==> src/rtl/core/dart_pkg.sv <==
// dart_pkg: shared types, address map and rate table for the divider and reload timer
// used by the controller, datapath, top level and checker; no dependencies
`timescale 1ns / 1ps
`default_nettype none

package dart_pkg;

   localparam logic [1:0] OP_TICK  = 2'd0;
   localparam logic [1:0] OP_READ  = 2'd1;
   localparam logic [1:0] OP_WRITE = 2'd2;

   localparam logic [15:0] ADDR_DIV  = 16'hFF04;
   localparam logic [15:0] ADDR_TIMA = 16'hFF05;
   localparam logic [15:0] ADDR_TMA  = 16'hFF06;
   localparam logic [15:0] ADDR_TAC  = 16'hFF07;

   localparam int TAC_ENABLE_BIT = 2;

   // timer prescaler working width: up to 1023 held plus 255 new cycles
   localparam int PRESCALE_W = 11;

   typedef struct packed {
      logic [1:0]  op;
      logic [15:0] address;
      logic [7:0]  write_data;
      logic [7:0]  cycles;
   } req_type;

   typedef struct packed {
      logic [7:0] read_data;
      logic       irq_request;
   } rsp_type;

   typedef enum logic {
      ST_IDLE,
      ST_COUNT
   } state_type;

   typedef struct packed {
      logic load;
      logic step;
      logic emit;
   } cmd_type;

   typedef struct packed {
      logic more;
      logic out_free;
   } status_type;

   function automatic logic [PRESCALE_W-1:0] rate_period(input logic [1:0] rate);
      logic [PRESCALE_W-1:0] period;
      case (rate)
         2'd0: period = 11'd1024;
         2'd1: period = 11'd16;
         2'd2: period = 11'd64;
         2'd3: period = 11'd256;
         default: period = 11'd1024;
      endcase
      return period;
   endfunction

endpackage

`default_nettype wire

==> src/rtl/core/divider_and_reload_timer_top.sv <==
// Divider and reload timer, top level.
// Depends on dart_pkg, dart_ctrl and dart_datapath.
//
// Channels: a request channel (req_valid, req_ready, req_data) carries one
// item: a tick of some clock cycles, a register read or a register write.
// A response channel (rsp_valid, rsp_ready, rsp_data) returns exactly one
// result per request: the read byte (0xFF for an unmapped address) and the
// interrupt request raised when the timer counter wrapped during a tick.
// The sequencer steps the timer counter one increment per cycle before it
// hands the result over; after a switch to a faster rate the held prescaler
// can catch up by as many as 79 increments on the next tick.
// A new request is taken once the previous one has left the sequencer; the
// result register lets one result wait for the receiver meanwhile.
// When the receiver stalls with a result already waiting, the sequencer
// holds the next finished result and takes no further request.
// Reset clears the divider, counter, modulo and control registers and both
// prescalers; the timer comes out disabled at rate setting 0, its slowest rate.
`timescale 1ns / 1ps
`default_nettype none

module divider_and_reload_timer_top (
   input  wire logic              clock,
   input  wire logic              reset,
   input  wire logic              req_valid,
   output logic                   req_ready,
   input  wire dart_pkg::req_type req_data,
   output logic                   rsp_valid,
   input  wire logic              rsp_ready,
   output dart_pkg::rsp_type      rsp_data
);

   dart_pkg::cmd_type    cmd;
   dart_pkg::status_type status;

   dart_ctrl u_ctrl (
      .clock     (clock),
      .reset     (reset),
      .req_valid (req_valid),
      .req_ready (req_ready),
      .status    (status),
      .cmd       (cmd)
   );

   dart_datapath u_datapath (
      .clock     (clock),
      .reset     (reset),
      .cmd       (cmd),
      .status    (status),
      .req_data  (req_data),
      .rsp_valid (rsp_valid),
      .rsp_ready (rsp_ready),
      .rsp_data  (rsp_data)
   );

endmodule

`default_nettype wire

==> src/rtl/core/dart_ctrl.sv <==
// dart_ctrl: request sequencer for the divider and reload timer
// depends on dart_pkg; drives datapath commands from its status
`timescale 1ns / 1ps
`default_nettype none

module dart_ctrl (
   input  wire logic               clock,
   input  wire logic               reset,
   input  wire logic               req_valid,
   output logic                    req_ready,
   input  wire dart_pkg::status_type status,
   output dart_pkg::cmd_type       cmd
);

   dart_pkg::state_type state_ff;
   dart_pkg::state_type state_in;

   always_ff @(posedge clock) begin
      if (reset) begin
         state_ff <= dart_pkg::ST_IDLE;
      end else begin
         state_ff <= state_in;
      end
   end

   always_comb begin
      state_in = state_ff;
      case (state_ff)
         dart_pkg::ST_IDLE: begin
            if (req_valid) begin
               state_in = dart_pkg::ST_COUNT;
            end
         end
         dart_pkg::ST_COUNT: begin
            if (!status.more && status.out_free) begin
               state_in = dart_pkg::ST_IDLE;
            end
         end
         default: state_in = dart_pkg::ST_IDLE;
      endcase
   end

   always_comb begin
      req_ready = 1'b0;
      cmd       = '0;
      case (state_ff)
         dart_pkg::ST_IDLE: begin
            req_ready = 1'b1;
            cmd.load  = req_valid;
         end
         dart_pkg::ST_COUNT: begin
            // one counter increment per cycle, then hand the result over
            cmd.step = status.more;
            cmd.emit = !status.more && status.out_free;
         end
         default: begin
            req_ready = 1'b0;
         end
      endcase
   end

endmodule

`default_nettype wire

==> src/rtl/core/dart_datapath.sv <==
// dart_datapath: divider, timer counter, registers and result register
// depends on dart_pkg; commanded by dart_ctrl
`timescale 1ns / 1ps
`default_nettype none

module dart_datapath (
   input  wire logic               clock,
   input  wire logic               reset,
   input  wire dart_pkg::cmd_type  cmd,
   output dart_pkg::status_type    status,
   input  wire dart_pkg::req_type  req_data,
   output logic                    rsp_valid,
   input  wire logic               rsp_ready,
   output dart_pkg::rsp_type       rsp_data
);

   logic [7:0]                      div_count_ff, div_count_in;
   logic [7:0]                      div_prescale_ff, div_prescale_in;
   logic [7:0]                      timer_count_ff, timer_count_in;
   logic [dart_pkg::PRESCALE_W-1:0] timer_prescale_ff, timer_prescale_in;
   logic [7:0]                      reload_ff, reload_in;
   logic [7:0]                      control_ff, control_in;
   logic                            tick_ff, tick_in;
   logic [7:0]                      rd_ff, rd_in;
   logic                            irq_ff, irq_in;
   dart_pkg::rsp_type               rsp_ff, rsp_in;
   logic                            rsp_valid_ff, rsp_valid_in;

   logic [8:0]                      div_sum;
   logic [dart_pkg::PRESCALE_W-1:0] period;
   logic                            timer_en;

   always_ff @(posedge clock) begin
      if (reset) begin
         div_count_ff      <= '0;
         div_prescale_ff   <= '0;
         timer_count_ff    <= '0;
         timer_prescale_ff <= '0;
         reload_ff         <= '0;
         control_ff        <= '0;
         tick_ff           <= 1'b0;
         rsp_valid_ff      <= 1'b0;
      end else begin
         div_count_ff      <= div_count_in;
         div_prescale_ff   <= div_prescale_in;
         timer_count_ff    <= timer_count_in;
         timer_prescale_ff <= timer_prescale_in;
         reload_ff         <= reload_in;
         control_ff        <= control_in;
         tick_ff           <= tick_in;
         rsp_valid_ff      <= rsp_valid_in;
      end
   end

   always_ff @(posedge clock) begin
      rd_ff  <= rd_in;
      irq_ff <= irq_in;
      rsp_ff <= rsp_in;
   end

   assign div_sum  = {1'b0, div_prescale_ff} + {1'b0, req_data.cycles};
   assign period   = dart_pkg::rate_period(control_ff[1:0]);
   assign timer_en = control_ff[dart_pkg::TAC_ENABLE_BIT];

   assign status.more     = tick_ff && (timer_prescale_ff >= period);
   assign status.out_free = !rsp_valid_ff || rsp_ready;

   always_comb begin
      div_count_in      = div_count_ff;
      div_prescale_in   = div_prescale_ff;
      timer_count_in    = timer_count_ff;
      timer_prescale_in = timer_prescale_ff;
      reload_in         = reload_ff;
      control_in        = control_ff;
      tick_in           = tick_ff;
      rd_in             = rd_ff;
      irq_in            = irq_ff;
      rsp_in            = rsp_ff;
      rsp_valid_in      = rsp_valid_ff;

      if (cmd.load) begin
         tick_in = 1'b0;
         irq_in  = 1'b0;
         rd_in   = 8'h00;
         case (req_data.op)
            dart_pkg::OP_TICK: begin
               div_prescale_in = div_sum[7:0];
               div_count_in    = div_count_ff + {7'b0, div_sum[8]};
               if (timer_en) begin
                  timer_prescale_in = timer_prescale_ff
                                    + dart_pkg::PRESCALE_W'(req_data.cycles);
                  tick_in = 1'b1;
               end
            end
            dart_pkg::OP_READ: begin
               case (req_data.address)
                  dart_pkg::ADDR_DIV:  rd_in = div_count_ff;
                  dart_pkg::ADDR_TIMA: rd_in = timer_count_ff;
                  dart_pkg::ADDR_TMA:  rd_in = reload_ff;
                  dart_pkg::ADDR_TAC:  rd_in = control_ff;
                  default:             rd_in = 8'hFF;
               endcase
            end
            dart_pkg::OP_WRITE: begin
               case (req_data.address)
                  dart_pkg::ADDR_DIV: begin
                     div_count_in      = '0;
                     div_prescale_in   = '0;
                     timer_prescale_in = '0;
                  end
                  dart_pkg::ADDR_TIMA: timer_count_in = req_data.write_data;
                  dart_pkg::ADDR_TMA:  reload_in      = req_data.write_data;
                  dart_pkg::ADDR_TAC:  control_in     = req_data.write_data;
                  default: begin
                  end
               endcase
            end
            default: begin
            end
         endcase
      end

      if (cmd.step) begin
         timer_prescale_in = timer_prescale_ff - period;
         if (timer_count_ff == 8'hFF) begin
            timer_count_in = reload_ff;
            irq_in         = 1'b1;
         end else begin
            timer_count_in = timer_count_ff + 8'd1;
         end
      end

      if (cmd.emit) begin
         rsp_in.read_data   = rd_ff;
         rsp_in.irq_request = irq_ff;
         rsp_valid_in       = 1'b1;
      end else if (rsp_ready) begin
         rsp_valid_in = 1'b0;
      end
   end

   assign rsp_valid = rsp_valid_ff;
   assign rsp_data  = rsp_ff;

endmodule

`default_nettype wire

==> config.mk <==
export PLATFORM = sky130hd
export DESIGN_NAME = divider_and_reload_timer_top
export DESIGN_NICKNAME = d
export VERILOG_FILES = /design/src/rtl/core/dart_pkg.sv /design/src/rtl/core/divider_and_reload_timer_top.sv /design/src/rtl/core/dart_ctrl.sv /design/src/rtl/core/dart_datapath.sv
export SDC_FILE = /design/constraint.sdc
export NUM_CORES = 1
export LEC_CHECK = 0
export BUFFER_PORTS_ARGS = -buffer_cell sky130_fd_sc_hd__buf_2
export CAP_MARGIN = 20
export CORE_MARGIN = 4
export CORE_UTILIZATION = 40
export DETAILED_ROUTE_END_ITERATION = 8
export GPL_ROUTABILITY_DRIVEN = 0
export HOLD_SLACK_MARGIN = 0.06
export MAX_ROUTING_LAYER = met4
export PLACE_DENSITY = 0.64
export SETUP_SLACK_MARGIN = 0.1
export SYNTH_ARGS = -nofsm -noshare
export SYNTH_HDL_FRONTEND = slang
export SYNTH_SLANG_ARGS = --single-unit
==> constraint.sdc <==
create_clock -name clock -period 4.9 [get_ports clock]
set_clock_uncertainty 0.2 [all_clocks]
set_input_delay 0.49 -clock clock [delete_from_list [all_inputs] [get_ports clock]]
set_output_delay 0.49 -clock clock [all_outputs]
set_load 0.01 [all_outputs]
; Word-level counts from Yosys, hierarchy flattened
; Cells that the tools add are included.
[word_totals]
regBits = 72
latch_bits = 0
mem_bits_rw = 0
mem_bits_ro = 0
inputBits = 38
output_inout_bits = 11
elab_cells = 79
mem_count = 0
[classes]
n_addsub = 5
multipliers = 0
div = 0
magnitude_cmp = 1
n_eq_ne = 13
n_shift = 0
n_mux = 28
bitwise_logic = 1
reduce_logical = 18
[op_table]
columns = operator, count
row1 = "equality test 16 bit, second input constant", 4
row2 = two-way mux 8 bit, 6
row3 = two-way mux 11 bit, 4
row4 = one-hot mux 11 bit (4 select lines), 1
row5 = one-hot mux 8 bit (2 select lines), 2
row6 = one-hot mux 8 bit (4 select lines), 1
row7 = one-hot mux 11 bit (2 select lines), 1
row8 = AND reduction 3 bit, 4
row9 = adder 11 x 8 -> 11 bit, 1
row10 = greater-or-equal comparator 11 bit, 1
row11 = two-way mux 1 bit, 11
row12 = subtractor 11 bit, 1
row13 = nonzero test 2 bit, 5
row14 = adder 8 x 8 -> 9 bit, 1
row15 = adder 8 x 1 -> 8 bit, 1
row16 = "adder 8 x 1 -> 8 bit, second input constant", 1
row17 = "equality test 8 bit, second input constant", 1
row18 = "equality test 2 bit, second input constant", 3
row19 = "equality test 2 x 1 -> 1 bit, second input constant", 2
row20 = logical NOT 2 bit, 2
row21 = AND reduction 4 bit, 1
row22 = "inequality test 3 x 2 -> 1 bit, second input constant", 1
row23 = "inequality test 3 bit, second input constant", 1
row24 = nonzero test 3 bit, 1
row25 = 7 further kinds, 9

; Depth between registers and ports, before layout
; Gate-level depths: netlist of the first run.
[logic_depth]
word_depth = 9
depth_mapped = 16
mapped_depth_nobuf = 16

; Hierarchy
; From an unflattened synthesis of the first run, not the netlist that was laid out.
[hier_totals]
hier_cells = 480
area_unflattened_um2 = 4237.8
[by_module_without_submodules]
columns = module, instances, cells_per_inst, area_per_inst_um2, seq_area_each_um2
row1 = dart_datapath, 1, 473, 4171.5, 1591.5
row2 = dart_ctrl, 1, 7, 66.3, 20.0

; Worst setup path before layout of the first run
; No wires, ideal clock.
[synth_path]
kind = in2reg
startpoint = input port req_data[0] in the netlist's numbering
endpoint = register u_datapath.div_count_ff[6]
t_arrival_ns = 2.716
required_time_ns = 4.630
setup_slack_ns = 1.914
cell_stages = 14
n_path_buf = 0
path_cell_list = ha_1 > inv_1 > fa_1 > nor2b_1 > o21a_1 > o21a_1 > o21ai_0 > nor2b_1 > o21ai_0 > ha_1 > ha_1 > nand2_1 > or4_1 > a21oi_1
[synth_via]
elab_chain_len = 3
[synth_rtl]
columns = element, line
row1 = from (decl), divider_and_reload_timer_top.sv:26  ; input wire dart_pkg::req_type req_data,
row2 = adder 8 x 8 -> 9 bit, dart_datapath.sv:61  ; assign div_sum = {1'b0, div_prescale_ff} + {1'b0, req_data.cycles};
row3 = adder 8 x 1 -> 8 bit, dart_datapath.sv:88  ; div_count_in = div_count_ff + {7'b0, div_sum[8]};
row4 = one-hot mux 8 bit (2 select lines), dart_datapath.sv:85  ; case (req_data.op)
row5 = to (signal assigned), dart_datapath.sv:44  ; div_count_ff <= div_count_in;
row6 = to (decl), dart_datapath.sv:17  ; logic [7:0] div_count_ff, div_count_in;
; No other way between the ends.
; A chain may end at the register's enable or synchronous reset.

==> results of run 1 <==
## routing by layer
| layer | track usage | part of all wire | vias to the layer above | wire [microns] |
|---|---|---|---|---|
| li1 | - | - | 1725 | - |
| met1 | 0.231 | 0.48 | 1607 | 4670 |
| met2 | 0.257 | 0.45 | 93 | 4360 |
| met3 | 0.0351 | 0.045 | 15 | 438 |
| met4 | 0.0575 | 0.019 | 0 | 186 |
| met5 | - | 0 | - | 0 |
## through the flow
stage | std cells | area (sq um)
2_1_floorplan | 448 | 4200
3_3_place_gp | 615 | 4520
3_5_place_dp | 615 | 4520
4_1_cts | 631 | 4690
5_1_grt | 631 | 4690
6_report | 631 | 4690
## cell usage in the layout, fill, tap and decap left out, types with 4 or more instances in the layout
cell type and instances:
sky130_fd_sc_hd__mux4_2 8, sky130_fd_sc_hd__o21a_1 4, sky130_fd_sc_hd__clkbuf_8 9, sky130_fd_sc_hd__inv_1 15, sky130_fd_sc_hd__a22oi_1 12, sky130_fd_sc_hd__nand3b_1 4, sky130_fd_sc_hd__dfxtp_1 55, sky130_fd_sc_hd__nand2_1 27
sky130_fd_sc_hd__o21ai_0 16, sky130_fd_sc_hd__mux2i_1 18, sky130_fd_sc_hd__buf_2 48, sky130_fd_sc_hd__a21oi_1 23, sky130_fd_sc_hd__a211oi_1 13, sky130_fd_sc_hd__xnor2_1 8, sky130_fd_sc_hd__nor2_1 69, sky130_fd_sc_hd__nand3_1 13
sky130_fd_sc_hd__nor2b_1 13, sky130_fd_sc_hd__or3_1 6, sky130_fd_sc_hd__nand4_1 4, sky130_fd_sc_hd__ha_1 24, sky130_fd_sc_hd__nor3_1 9, sky130_fd_sc_hd__nand2b_1 8, sky130_fd_sc_hd__edfxtp_1 17, sky130_fd_sc_hd__xor2_1 9
## worst paths after layout
check / from / to / slack, ns / depth (start not counted)
setup / recovery: u_datapath.control_ff[1] / u_datapath.rsp_data[7] / 1.71 / 8
hold / removal: req_data[13] / u_datapath.control_ff[5] / 0.19 / 3
setup reg to reg: u_datapath.control_ff[1] / u_datapath.rsp_data[7] / 1.71 / 8
hold reg to reg: u_datapath.rd_ff[5] / u_datapath.rsp_data[6] / 0.22 / 0
## critical path, delay by kind of cell (launching register included)
family | cells | cell delay, ns
AND/OR/NAND/NOR | 3 | 1.00
flip-flops | 1 | 0.49
adder cells (fa/ha/maj) | 1 | 0.36
AO/OA/AOI/OAI | 4 | 0.77
## final cells by class
cell class                      count  area share
Multi-Input combinational cell    342       0.517
Timing Repair Buffer               50      0.0544
Clock inverter                      6     0.00960
Inverter                           15      0.0120
Clock buffer                       10      0.0272
Tap cell                          136      0.0363
Sequential cell                    72       0.344
## power groups by stage
stage / Combinational, mW / Sequential [mW] / Clock, mW
3_3_place_gp: 0.0971 / 0.640 / 0
6_report: 0.0985 / 0.627 / 0.429
3_5_place_dp: 0.0994 / 0.641 / 0
4_1_cts: 0.0998 / 0.627 / 0.438
5_1_grt: 0.111 / 0.628 / 0.467
2_1_floorplan: 0.0599 / 0.641 / 0
## kinds of logic after synthesis
group | Yosys count
compound gates | 95
xor+xnor | 17
fa+ha+maj | 26
buf+inv | 34
flops | 72
mux | 28
simple gates | 176
## registers in the layout (all words and copies together) (netlist names), 8 cells and up
signal / flops
u_datapath.reload_ff: 8
u_datapath.rd_ff: 8
u_datapath.rsp_data: 9
u_datapath.div_count_ff: 8
u_datapath.timer_prescale_ff: 11
u_datapath.div_prescale_ff: 8
u_datapath.control_ff: 8
u_datapath.timer_count_ff: 8
==> impl.org, run 1 <==
** Clock tree
- Gates resized during post-CTS repair numbered 0.
- The clock drives 72 sinks.
- Buffers added to address setup during post-CTS repair amount to 0.
- Post-cts hold buffer count :: 0
- Clock-pin slew reported for the worst setup and hold paths after clock tree synthesis :: 0.08 ns
- CTS built an H-tree with a depth of 3.
- TritonCTS created 9 clock buffers.
- The later pin in the worst-skew pair is clocked with a latency of about 0.36 ns.
- TritonCTS built the clock tree.
- In this run the clock root is driven by a sky130_fd_sc_hd__clkbuf_8.
- The clock passes through at most 2 buffers.

** Synth
- After synthesis, the share of cell area in mux cells is 0.0912.
- Synth Area in Simple Gates :: 0.214
- After synthesis, the share of flip-flops with an asynchronous set or reset is 0.
- For this run, the number of Yosys warnings is 0.
- Main combinational cell family by area after synthesis :: simple AND/OR/NAND/NOR gates
- Of the total synthesized cell area, the portion taken by full adders, half adders and majority gates is 0.0810.
- Portion of synthesized cell area occupied by the leading cell type :: 0.262
- Sequential-to-total area share from yosys stat :: 0.384
- In this run the cell area of the synthesized design comes to ~4200 sq um.
- The synthesized design spends more area on one cell type than any other, namely sky130_fd_sc_hd__dfxtp_1.
- In this run, synthesis produced a sequential element count of 72.
- Mapped Avg Cell Area :: 9.38 sq um
- Post-synthesis share of cell area spent on xor and xnor gates :: 0.0354
- The complex-gate fraction of the synthesized area came to 0.156.
- In the post-synthesis netlist, the biggest area contributors are sky130_fd_sc_hd__dfxtp_1 (26%), sky130_fd_sc_hd__edfxtp_1 (12%), sky130_fd_sc_hd__ha_1 (7.1%), sky130_fd_sc_hd__nor2_1 (6.2%), sky130_fd_sc_hd__mux2i_1 (4.3%).
- Synthesis instantiated 63 different standard cells from the library.
- Most used flip-flop cell after synthesis :: sky130_fd_sc_hd__dfxtp_1
- Counting flops with a built-in enable in the synthesized netlist gives 17.
- Most used standard cell by instance count after synthesis :: sky130_fd_sc_hd__nor2_1
- List of most frequent post-synthesis cells :: sky130_fd_sc_hd__nor2_1 (69), sky130_fd_sc_hd__dfxtp_1 (55), sky130_fd_sc_hd__nand2_1 (27)
- The number of nets handed over by synthesis was 512.
- Synthesis handed over a netlist of 448 instances.

** Power
- Of the total power, registers draw 0.543.
- In this run the static leakage power is 1.92 nW.
- Of the total power, combinational logic draws 0.085.
- Clock power frac :: 0.372
- Maximum vdd ir drop :: 0.000123 V
- The design draws between 1 and 1.5 mW.
- Of the total power, the share spent switching nets is 0.267.
- Switching power summed over all nets :: 308 uW
- Internal power comes to 845 uW.
- PwrDens :: between 200 and 250 nW/um^2

** Timing
- In this run the tightest slew margin relative to its limit is 0.322.
- Fin Setup TNS :: 0 ns
- Final worst hold slack :: 0.189 ns
- After layout, the worst setup slack is roughly 1.7 ns.
- Time the final worst path needs with I/O delays and setup :: 3.19 ns
- Number of pins exceeding their max-slew limit in the final report :: 0
- Setup violations remaining at the end of the flow were counted as 0.
- For the pin with the worst max-slew slack, the measured transition is 1.02 ns.
- Setup repair after global routing missed its margin :: no
- Post-route fraction of the period consumed by the critical path :: 0.650
- F_max :: roughly 0.31 GHz
- The hold violation count in the final report came to 0.

** Setup path
- Worst path slowest cell :: sky130_fd_sc_hd__nor2b_1
- At the worst endpoint, the required time is 4.70 ns.
- Most frequent CP cell :: sky130_fd_sc_hd__o21ai_0
- Kind of capture point of the worst setup path :: flop
- The worst setup path is of the reg -> reg kind.
- Data arrival time of the critical path :: 2.98 ns
- Along the worst path, the maximum fanout reaches 9.
- Stage delay of the slowest cell on the critical path :: slightly above 0.7 ns
- Cells along the critical path :: nand2b_1 > ha_1 > nor4bb_1 > a221oi_1 > o21ai_0 > a21oi_1 > o21ai_0 > nor2b_1
- STA classifies the critical path startpoint as a flop.

** Global routing
- The first global-routing pass estimated 16700 microns of wire.
- Global routing finished with a remaining overflow of 0.
- Across every metal layer, demand over resource in global routing totals 0.171.
- Number of antenna violations at the first check in global routing :: 0
- The via count of the first global-routing pass was about 3400.
- Entering global routing, the biggest net connects 56 pins.

** Placement
- Port bufs :: between 40 and 50
- OpenSTA, run right after detailed placement, puts the worst setup slack at 1.38 ns.
- Detailed placement finished with a half-perimeter wire length of 7140 microns.

** Route
- TritonRoute pass-1 iters :: 7
- Total wirelength of the detailed-routed design :: 9660 microns
- Detailed router's first-iteration violation count :: ~240
- The routed layout has ~3400 vias.
- After detailed routing, the number of remaining DRC violations is 0.
- After detailed routing, the average wire length per cell comes to 15.3 microns.
- In this run the remaining antenna-violating nets after routing total 0.
- In the routed layout, each cell is associated on average with a via count of around 5.5.

** Die
- Die extent in x :: 110 microns
- Cell row count :: 37
- Ports :: 49
- Area enclosed by the die boundary :: approximately 12000 sq um
- Effective utilization at floorplan :: 0.409
- In this run the vertical extent of the chip is 110 microns.
- Core Box Area :: 10300 sq um

** Cells and area
- Fraction of layout cells with a size suffix above 1 :: 0.172
- From synthesis to final layout, the design area changed by 11.7%.
- Diode insertion count for antenna repair :: 0
- Net total in the final layout :: between 500 and 600
- Register Area :: between 1500 and 2000 sq um
- Summing all multi-input logic gate instances after layout gives 2420 sq um.
- Final standard cell utilization of the core :: 0.456
- Fill cells in the final layout number 1023.

** Outcome
- The run finished with clean final reports.

** Flow run
- Max cap viols :: 0

** Min path
- Hold/Removal Path Class :: in -> reg
No activity file was read; power rests on OpenSTA's default activity.
==> inputs of run 2 (changes only) <==
ABC_AREA = 1   (was default)
PLACE_DENSITY = 0.66   (was 0.64)
clock period = 2.81 ns   (was 4.9 ns; I/O delays follow)
==> run 2 against run 1 <==
Net effect: combinational power rose to 2.5 times the previous value; largest power group is now the clock network; non-clock buffer count rose by 11; sequential share of layout area shrank 5.3 points; flip-flop and latch count unchanged; first-iteration DRC count up 31%; critical endpoint is now u_datapath.div_count_ff[6]; utilization up 2.8 points; via count is 34% higher; die area increased by 11%; critical path depth is 12 higher; setup slack worse by 1.6 ns; synthesized area rose by 12%.
==> impl.org, run 2 <==
** Die
- The floorplan step defined a core boundary enclosing 11500 sq um.
- Pin placement for this block handled roughly 50 I/O pins.
- The floorplan step defined a die boundary enclosing 13600 sq um.
- After floorplanning, the core was divided into 39 placement rows.
- The floorplan step set the die width to 117 microns.
- Effective utilization at floorplan :: 0.412
- Measured along the y axis, the die boundary spans 117 microns.

** Setup path
- Nature of the critical path startpoint :: flop
- For the worst flop-to-flop path, the logic depth is 20.
- The worst setup path is captured at a flop.
- The endpoint identified for the worst register-to-register timing path is u_datapath.div_count_ff[6].
- Along the worst path, the maximum fanout reaches 3.
- The critical path starts at u_datapath.div_prescale_ff[0].
- Worst R2R Setup Slack :: 0.14 ns
- Critical R2R Launch :: u_datapath.div_prescale_ff[0]
- The setup path with the least slack is of type reg -> reg.
- Data arrives at the worst endpoint at 2.75 ns.
- Data on the critical path is required at its endpoint by 2.89 ns.

** Cells and area
- Measured on the finished design, the core utilization comes to 0.485.
- At the end of the flow, the number of nets in the layout was between 800 and 900.
- Most frequent cells in the layout :: sky130_fd_sc_hd__nand2_1 (162), sky130_fd_sc_hd__inv_1 (81), sky130_fd_sc_hd__nand3_1 (73)
- Ranked by flip-flop count, first place goes to u_datapath.timer_prescale_ff.
- Fraction of layout cells with a size suffix above 1 :: 0.159
- The number of antenna diodes in the final layout is 0.
- Area overhead of the layout relative to synthesis :: 17.8%
- The library cell used most frequently in the layout, excluding fill and tap cells, is sky130_fd_sc_hd__nand2_1.
- Number of flip-flops under the largest register name :: 11
- Fill cells in the final layout number 1159.

** Placement
- Port bufs :: 48
- Placed wire-length estimate after detailed placement :: 9090 microns
- Worst slack at placement :: -0.0352 ns

** Timing
- Time the final worst path needs with I/O delays and setup :: 2.67 ns
- Final setup violation count :: 0
- For the pin with the worst max-slew slack, the measured transition is 0.591 ns.
- Across all setup checks in the final design, the least slack found is 0.139 ns.
- F_max :: 0.374 GHz
- Number of hold violations in the final report :: 0
- Setup repair after global routing missed its margin :: yes
- Number of pins exceeding their max-slew limit in the final report :: 0
- Of the available clock period, the critical path in the final layout requires 0.950.
- Worst-case headroom to the max-slew limit :: 0.603

** Global routing
- The via count of the first global-routing pass is 4291.
- The first global-routing pass estimated 20500 microns of wire.
- Number of antenna violations at the first check in global routing :: 0
- Global route overflow :: 0
- Entering global routing, the biggest net connects 25 pins.
- Global routing usage summed across all routing layers :: 0.194

** Outcome
- The run finished with clean final reports.

** Clock tree
- TritonCTS created 9 clock buffers.
- Largest buffer count on any clock path :: 2
- The root buffer cell chosen for the clock tree is sky130_fd_sc_hd__clkbuf_16.
- CTS built an H-tree with a depth of 3.
- Source-to-sink clock delay at the later pin of the worst-skew pair :: ~0.34 ns
- TritonCTS clock tree :: done
- Clock-pin slew reported for the worst setup and hold paths after clock tree synthesis :: 0.06 ns
- CTS sink cnt :: 72

** Synth
- Sorting the synthesized cells by area gives the leading types as sky130_fd_sc_hd__dfxtp_1 (23%), sky130_fd_sc_hd__nand2_1 (13%), sky130_fd_sc_hd__edfxtp_1 (11%), sky130_fd_sc_hd__nand3_1 (8.1%), sky130_fd_sc_hd__inv_1 (6.6%).
- Sequential-to-total area share from yosys stat :: 0.341
- Total of warnings raised by yosys :: 0
- Among all cell types in the netlist, the one instantiated most often is sky130_fd_sc_hd__nand2_1.
- Cells after synthesis :: 681
- Portion of synthesized cell area occupied by the leading cell type :: 0.233
- Post-Syn Area :: approximately 4700 sq um
- Counting flops with a built-in enable in the synthesized netlist gives 17.
- Flops & latches, synth :: 72
- Synthesis produced a netlist with a net count of ~750.
- List of most frequent post-synthesis cells :: sky130_fd_sc_hd__nand2_1 (164), sky130_fd_sc_hd__inv_1 (83), sky130_fd_sc_hd__nand3_1 (76)
- Library cell occupying the most area in the post-synthesis netlist :: sky130_fd_sc_hd__dfxtp_1
- Most used flip-flop cell after synthesis :: sky130_fd_sc_hd__dfxtp_1
- The netlist uses 42 different library cells.
- In the synthesized netlist the async set-or-reset flop fraction comes to 0.
- After synthesis, the mean cell area works out to a little under 7 sq um.

** Route
- Detailed router's first-iteration violation count :: 309
- Wires add up to 12300 microns.
- Vias per Instance :: roughly 5.2
- Summing over every cut layer, the via total after detailed routing is 4617.
- In the routed design, unresolved DRC markers number 0.
- After detailed routing, the average wire length per cell comes to 13.9 microns.
- The first detailed-routing pass ran for 5 iterations.
- In this run the remaining antenna-violating nets after routing total 0.

** Power
- In this run the power density over the cells is between 400 and 500 nW/um^2.
- IR analysis of the VDD net gives a maximum drop of 0.000310 V.
- Reported leakage power :: 2.49 nW

** Min path
- The worst hold path passes through 3 cells.
- The worst hold path belongs to the class in -> reg.
- In this run the most critical hold path is launched from req_data[12].
- The worst hold path terminates at u_datapath.reload_ff[4].

** Flow run
- Across the run, the number of max-cap violations was 0.
## run 2: cell count changes in the layout (fill, tap and decap cells not counted), moves of 9 or more
cell                        previous run  this run
sky130_fd_sc_hd__a211oi_1             13         1
sky130_fd_sc_hd__a21oi_1              23        55
sky130_fd_sc_hd__a22oi_1              12         0
sky130_fd_sc_hd__clkbuf_16             0         9
sky130_fd_sc_hd__clkbuf_8              9         0
sky130_fd_sc_hd__inv_1                15        81
sky130_fd_sc_hd__mux2i_1              18         0
sky130_fd_sc_hd__nand2_1              27       162
sky130_fd_sc_hd__nand3_1              13        73
sky130_fd_sc_hd__nor2b_1              13         0
sky130_fd_sc_hd__o21ai_0              16        44
## run 2: timing repair
action                     in CTS  in global routing
hold buffers                    6                  0
setup endpoints to repair       3                  6
pin swaps                       2                  6
setup buffers                   1                  1
hold endpoints to repair        7                  0
gates resized for setup         8                 10
## run 2: power by group
group	switching (mW)	internal [mW]	total, mW
registers	0.0134	1.09	1.10
clock network	0.479	0.696	1.18
logic	0.159	0.0912	0.250
## run 2: worst max-delay path, stage by stage (launching register included)
cell	delay [ns]
sky130_fd_sc_hd__dfxtp_2	0.35
sky130_fd_sc_hd__ha_4	0.13
sky130_fd_sc_hd__inv_2	0.03
sky130_fd_sc_hd__fa_2	0.32
sky130_fd_sc_hd__inv_2	0.07
sky130_fd_sc_hd__nand3_2	0.06
sky130_fd_sc_hd__nand2_2	0.08
sky130_fd_sc_hd__nand2_2	0.05
sky130_fd_sc_hd__nand2_1	0.06
sky130_fd_sc_hd__nand2_1	0.06
sky130_fd_sc_hd__nand2_1	0.06
sky130_fd_sc_hd__nand2_1	0.06
sky130_fd_sc_hd__nand2_1	0.06
sky130_fd_sc_hd__a21o_1	0.14
sky130_fd_sc_hd__ha_4	0.16
sky130_fd_sc_hd__ha_4	0.16
sky130_fd_sc_hd__nand3_4	0.08
sky130_fd_sc_hd__xor2_1	0.14
sky130_fd_sc_hd__nor2_1	0.12
sky130_fd_sc_hd__nand2_1	0.09
sky130_fd_sc_hd__a21oi_2	0.12
## run 2: how the worst max path moves through the flow
stage,to,slack (ns),cells after the start
final,u_datapath.div_count_ff[6],0.14,20
after global routing,u_datapath.div_count_ff[6],-0.05,20
after CTS,u_datapath.div_count_ff[4],0.13,20
after detailed placement,u_datapath.div_count_ff[4],-0.04,21
after global placement,u_datapath.div_count_ff[4],0.04,21
after floorplan,u_datapath.div_count_ff[4],0.24,20
## run 2: per-stage QoR
| step | setup TNS, ns | instance area, sq um | hold WS, ns | std cells | power, mW |
|---|---|---|---|---|---|
| after detailed placement | -0.0377 | 5100 | 0.209 | 862 | 1.36 |
| final | 0 | 5560 | 0.0737 | 886 | 2.53 |
| after floorplan | 0 | 4720 | 0.200 | 681 | 1.28 |
| after CTS | 0 | 5510 | 0.0734 | 885 | 2.54 |
| after global placement | 0 | 5100 | 0.203 | 862 | 1.36 |
| after global routing | -0.0462 | 5560 | 0.0710 | 886 | 2.63 |
## run 2: cell type report
type / instances / area, sq um / share of cell area
repair buffers: 61 / 353 / 0.0635
multi-input cells: 507 / 2780 / 0.500
well taps: 143 / 179 / 0.0322
flip-flops and latches: 72 / 1610 / 0.290
clock buffers: 9 / 225 / 0.0405
clock inverters: 7 / 78.8 / 0.0142
inverters: 87 / 332 / 0.0597
## run 2: kinds of logic after synthesis
kind of cell             count (synthesis)  share of synthesized area
flip-flops                              72                      0.341
buffers and inverters                  102                     0.0859
AND/OR/NAND/NOR                        359                      0.358
XOR/XNOR                                11                     0.0204
adder cells (fa/ha/maj)                 26                     0.0721
AO/OA/AOI/OAI                          111                      0.122
## run 2: layer usage
metal,part of all wire,vias up,GRT usage
met4,0.021,0,0.0711
met5,0,-,-
li1,-,2364,-
met3,0.049,25,0.0363
met2,0.47,120,0.304
met1,0.46,2108,0.250
==> inputs of run 3 (changes only) <==
CORE_ASPECT_RATIO = 1.5   (was default)
==> run 3 against run 2 <==
Net effect: non-clock buffer count fell by 1; largest cell class unchanged; power rose by 3.0%; sequential power barely moved; critical endpoint is now u_datapath.div_count_ff[4]; utilization fell by 0.27 points; critical path type unchanged; global-route usage rose by 0.28 points; sequential share of layout area did not move; fmax rose by 1.6%.
==> impl.org, run 3 (synthesized netlist as in run 2, its figures left out) <==
** Placement
- Cell total after placement :: 871
- Buffers placed on the I/O ports in this run total 48.
- Cell area after placement :: 5130 sq um
- Worst slack at placement :: 0.00184 ns
- The wire-length estimate of the detail-placed layout is between 9000 and 10000 microns.

** Timing
- Setup repair after global routing missed its margin :: yes
- Post-route fraction of the period consumed by the critical path :: 0.936
- Worst-case headroom to the max-slew limit :: 0.597
- In the final timing run, aggregate negative setup slack is 0 ns.
- Final setup violation count :: 0
- Number of hold violations in the final report :: 0
- Hold is met by about 0.074 ns.
- Worst Max-Slew Pin Slew :: 0.599 ns
- For this run, the top clock speed supported by timing is 0.380 GHz.
- Time the final worst path needs with I/O delays and setup :: 2.63 ns
- Number of pins exceeding their max-slew limit in the final report :: 0
- In the post-route analysis, the smallest setup slack over all paths is 0.181 ns.

** Cells and area
- Area overhead of the layout relative to synthesis :: 17.8%
- In the final layout, the share of cells above drive strength 1 is 0.160.
- In the final design database the tool counted 801 nets.
- Diode insertion count for antenna repair :: 0
- With fillers left out, the area of the finished cells amounts to 5560 sq um.
- The library cell used most frequently in the layout, excluding fill and tap cells, is sky130_fd_sc_hd__nand2_1.
- The finished layout holds 892 standard cells, fillers aside.
- Filler cells :: 1181
- The register with the most flip-flops in the layout has 11 of them.
- Final standard cell utilization of the core :: 0.482
- Top reg by flops :: u_datapath.timer_prescale_ff
- Register Area :: 1610 sq um
- Most frequent cells in the layout :: sky130_fd_sc_hd__nand2_1 (160), sky130_fd_sc_hd__inv_1 (81), sky130_fd_sc_hd__nand3_1 (74)
- Multi-input logic area :: 2770 sq um

** Global routing
- For this run, the total global-route usage over all layers was measured as 0.197.
- The via count of the first global-routing pass came to 4525.
- The first global-routing pass estimated roughly 21000 microns of wire.
- Largest net degree at the start of global routing :: 25
- The total overflow left after global routing is 0.
- The initial antenna violation count came to 0.

** Power
- Of the total power, registers draw 0.424.
- Clock power frac :: 0.479
- Of the total power, combinational logic draws 0.098.
- Sw Share :: 0.248
- The analysis attributes to cell leakage a power of 2.48 nW.
- PwrDens :: 468 nW/um^2
- Maximum vdd ir drop :: 0.000298 V
- Internal portion of total power :: between 1.5 and 2 mW
- Switching power summed over all nets :: between 600 and 700 uW
- Total power for the finished layout comes to 2.60 mW.

** Clock tree
- TritonCTS clock tree :: done
- Number of H-tree branching levels :: 3
- The clock passes through at most 2 buffers.
- Clock-pin slew reported for the worst setup and hold paths after clock tree synthesis :: about 0.06 ns
- TritonCTS buffer count :: 9
- Source-to-sink clock delay at the later pin of the worst-skew pair :: 0.34 ns
- CTS saw around 70 sinks.
- Clock tree synthesis selected as its root buffer the cell sky130_fd_sc_hd__clkbuf_16.

** Setup path
- Data on the critical path is required at its endpoint by 2.88 ns.
- The kind of cell with the highest combined delay along the critical path is adder cells.
- The setup path with the least slack is of type reg -> reg.
- Cells along the critical path :: ha_4 > inv_2 > fa_2 > inv_2 > nand3_2 > nand2_2 > nand2_2 > nand2_2 > nand2_2 > nand2_1 > nand2_1 > nand2_1 > a21o_1 > ha_4 > ha_4 > nand3_1 > xor2_1 > nor2_1 > nand2_1 > a21oi_1
- STA puts the critical path data arrival time at 2.70 ns.
- Kind of capture point of the worst setup path :: flop
- CP max FO :: 3
- Counting both buffers and inverters, the worst setup path holds a total of 2.
- Worst path slowest cell :: sky130_fd_sc_hd__dfxtp_2
- Stage delay of the slowest cell on the critical path :: ~0.35 ns
- Nature of the critical path startpoint :: flop

** Route
- In the routed layout, each cell is associated on average with a via count of around 5.2.
- TritonRoute pass-1 iters :: 5
- Total wirelength of the detailed-routed design :: 13100 microns
- Detailed router's first-iteration violation count :: 228
- In the routed design, unresolved DRC markers number 0.
- Mean routed wirelength per cell :: 14.6 microns
- The routed layout has 4657 vias.
- Number of routed nets with antenna violations :: 0

** Flow run
- Max cap viols :: 0

** Die
- The die covers 13600 sq um.
- Cell row count :: 48
- The total area inside the core boundary comes to between 10000 and 15000 sq um.
- Die extent in x :: 96.7 microns
- Effective utilization at floorplan :: 0.409
- Ports :: 49
- Height of the die :: about 140 microns

** Min path
- The path class of the tightest hold or removal check is in -> reg.

** Outcome
- Run status :: finished, final reports clean
==> run 3: changes by cell type in the layout (fill, tap and decap cells not counted), moves of 2 or more <==
cell / previous run / this run
sky130_fd_sc_hd__a21oi_1: 55 / 57
sky130_fd_sc_hd__a21oi_2: 3 / 1
sky130_fd_sc_hd__clkinv_4: 3 / 1
sky130_fd_sc_hd__dlygate4sd3_1: 6 / 4
sky130_fd_sc_hd__nand2_1: 162 / 160
sky130_fd_sc_hd__nand2_2: 6 / 8
==> run 3: per-layer routing <==
metal  wire (microns)  GRT usage  up-vias
li1                 -          -     2355
met1             5000      0.198     2127
met2             6950      0.357      137
met3              546     0.0312       38
met4              563      0.115        0
met5                0          -        -
==> run 3: worst paths after layout <==
check / startpoint / to / slack (ns) / cells past startpoint
setup / recovery: u_datapath.div_prescale_ff[0] / u_datapath.div_count_ff[4] / 0.18 / 20
hold / removal: req_data[14] / u_datapath.reload_ff[6] / 0.07 / 3
setup reg to reg: u_datapath.div_prescale_ff[0] / u_datapath.div_count_ff[4] / 0.18 / 20
hold reg to reg: u_datapath.rd_ff[1] / u_datapath.rsp_data[2] / 0.22 / 0
==> run 3: repair_timing <==
action | CTS | global route
hold buffers | 4 | 0
gates resized for setup | 6 | 11
buffers inserted | 0 | 1
setup endpoints to repair | 4 | 5
endpoints found under the hold margin | 6 | 0
pin swaps | 0 | 4
==> run 3: cell type report <==
cell class | count | share of cell area
clock buffer | 9 | 0.0405
clock inverter | 7 | 0.0171
inverter | 87 | 0.0597
multi-input combinational | 507 | 0.498
sequential | 72 | 0.290
tap | 150 | 0.0338
timing repair buffer | 60 | 0.0612
==> run 3: tightest hold or removal path: cells and delay by family <==
family,cells,cell delay (ns)
buf+inv,1,0.10
compound gates,2,0.19
==> run 3: power groups by stage <==
stage | clock network, mW | logic [mW] | registers (mW)
5_1_grt | 1.32 | 0.285 | 1.11
2_1_floorplan | 0 | 0.153 | 1.12
3_5_place_dp | 0 | 0.244 | 1.13
4_1_cts | 1.27 | 0.250 | 1.10
3_3_place_gp | 0 | 0.238 | 1.12
6_report | 1.25 | 0.254 | 1.10
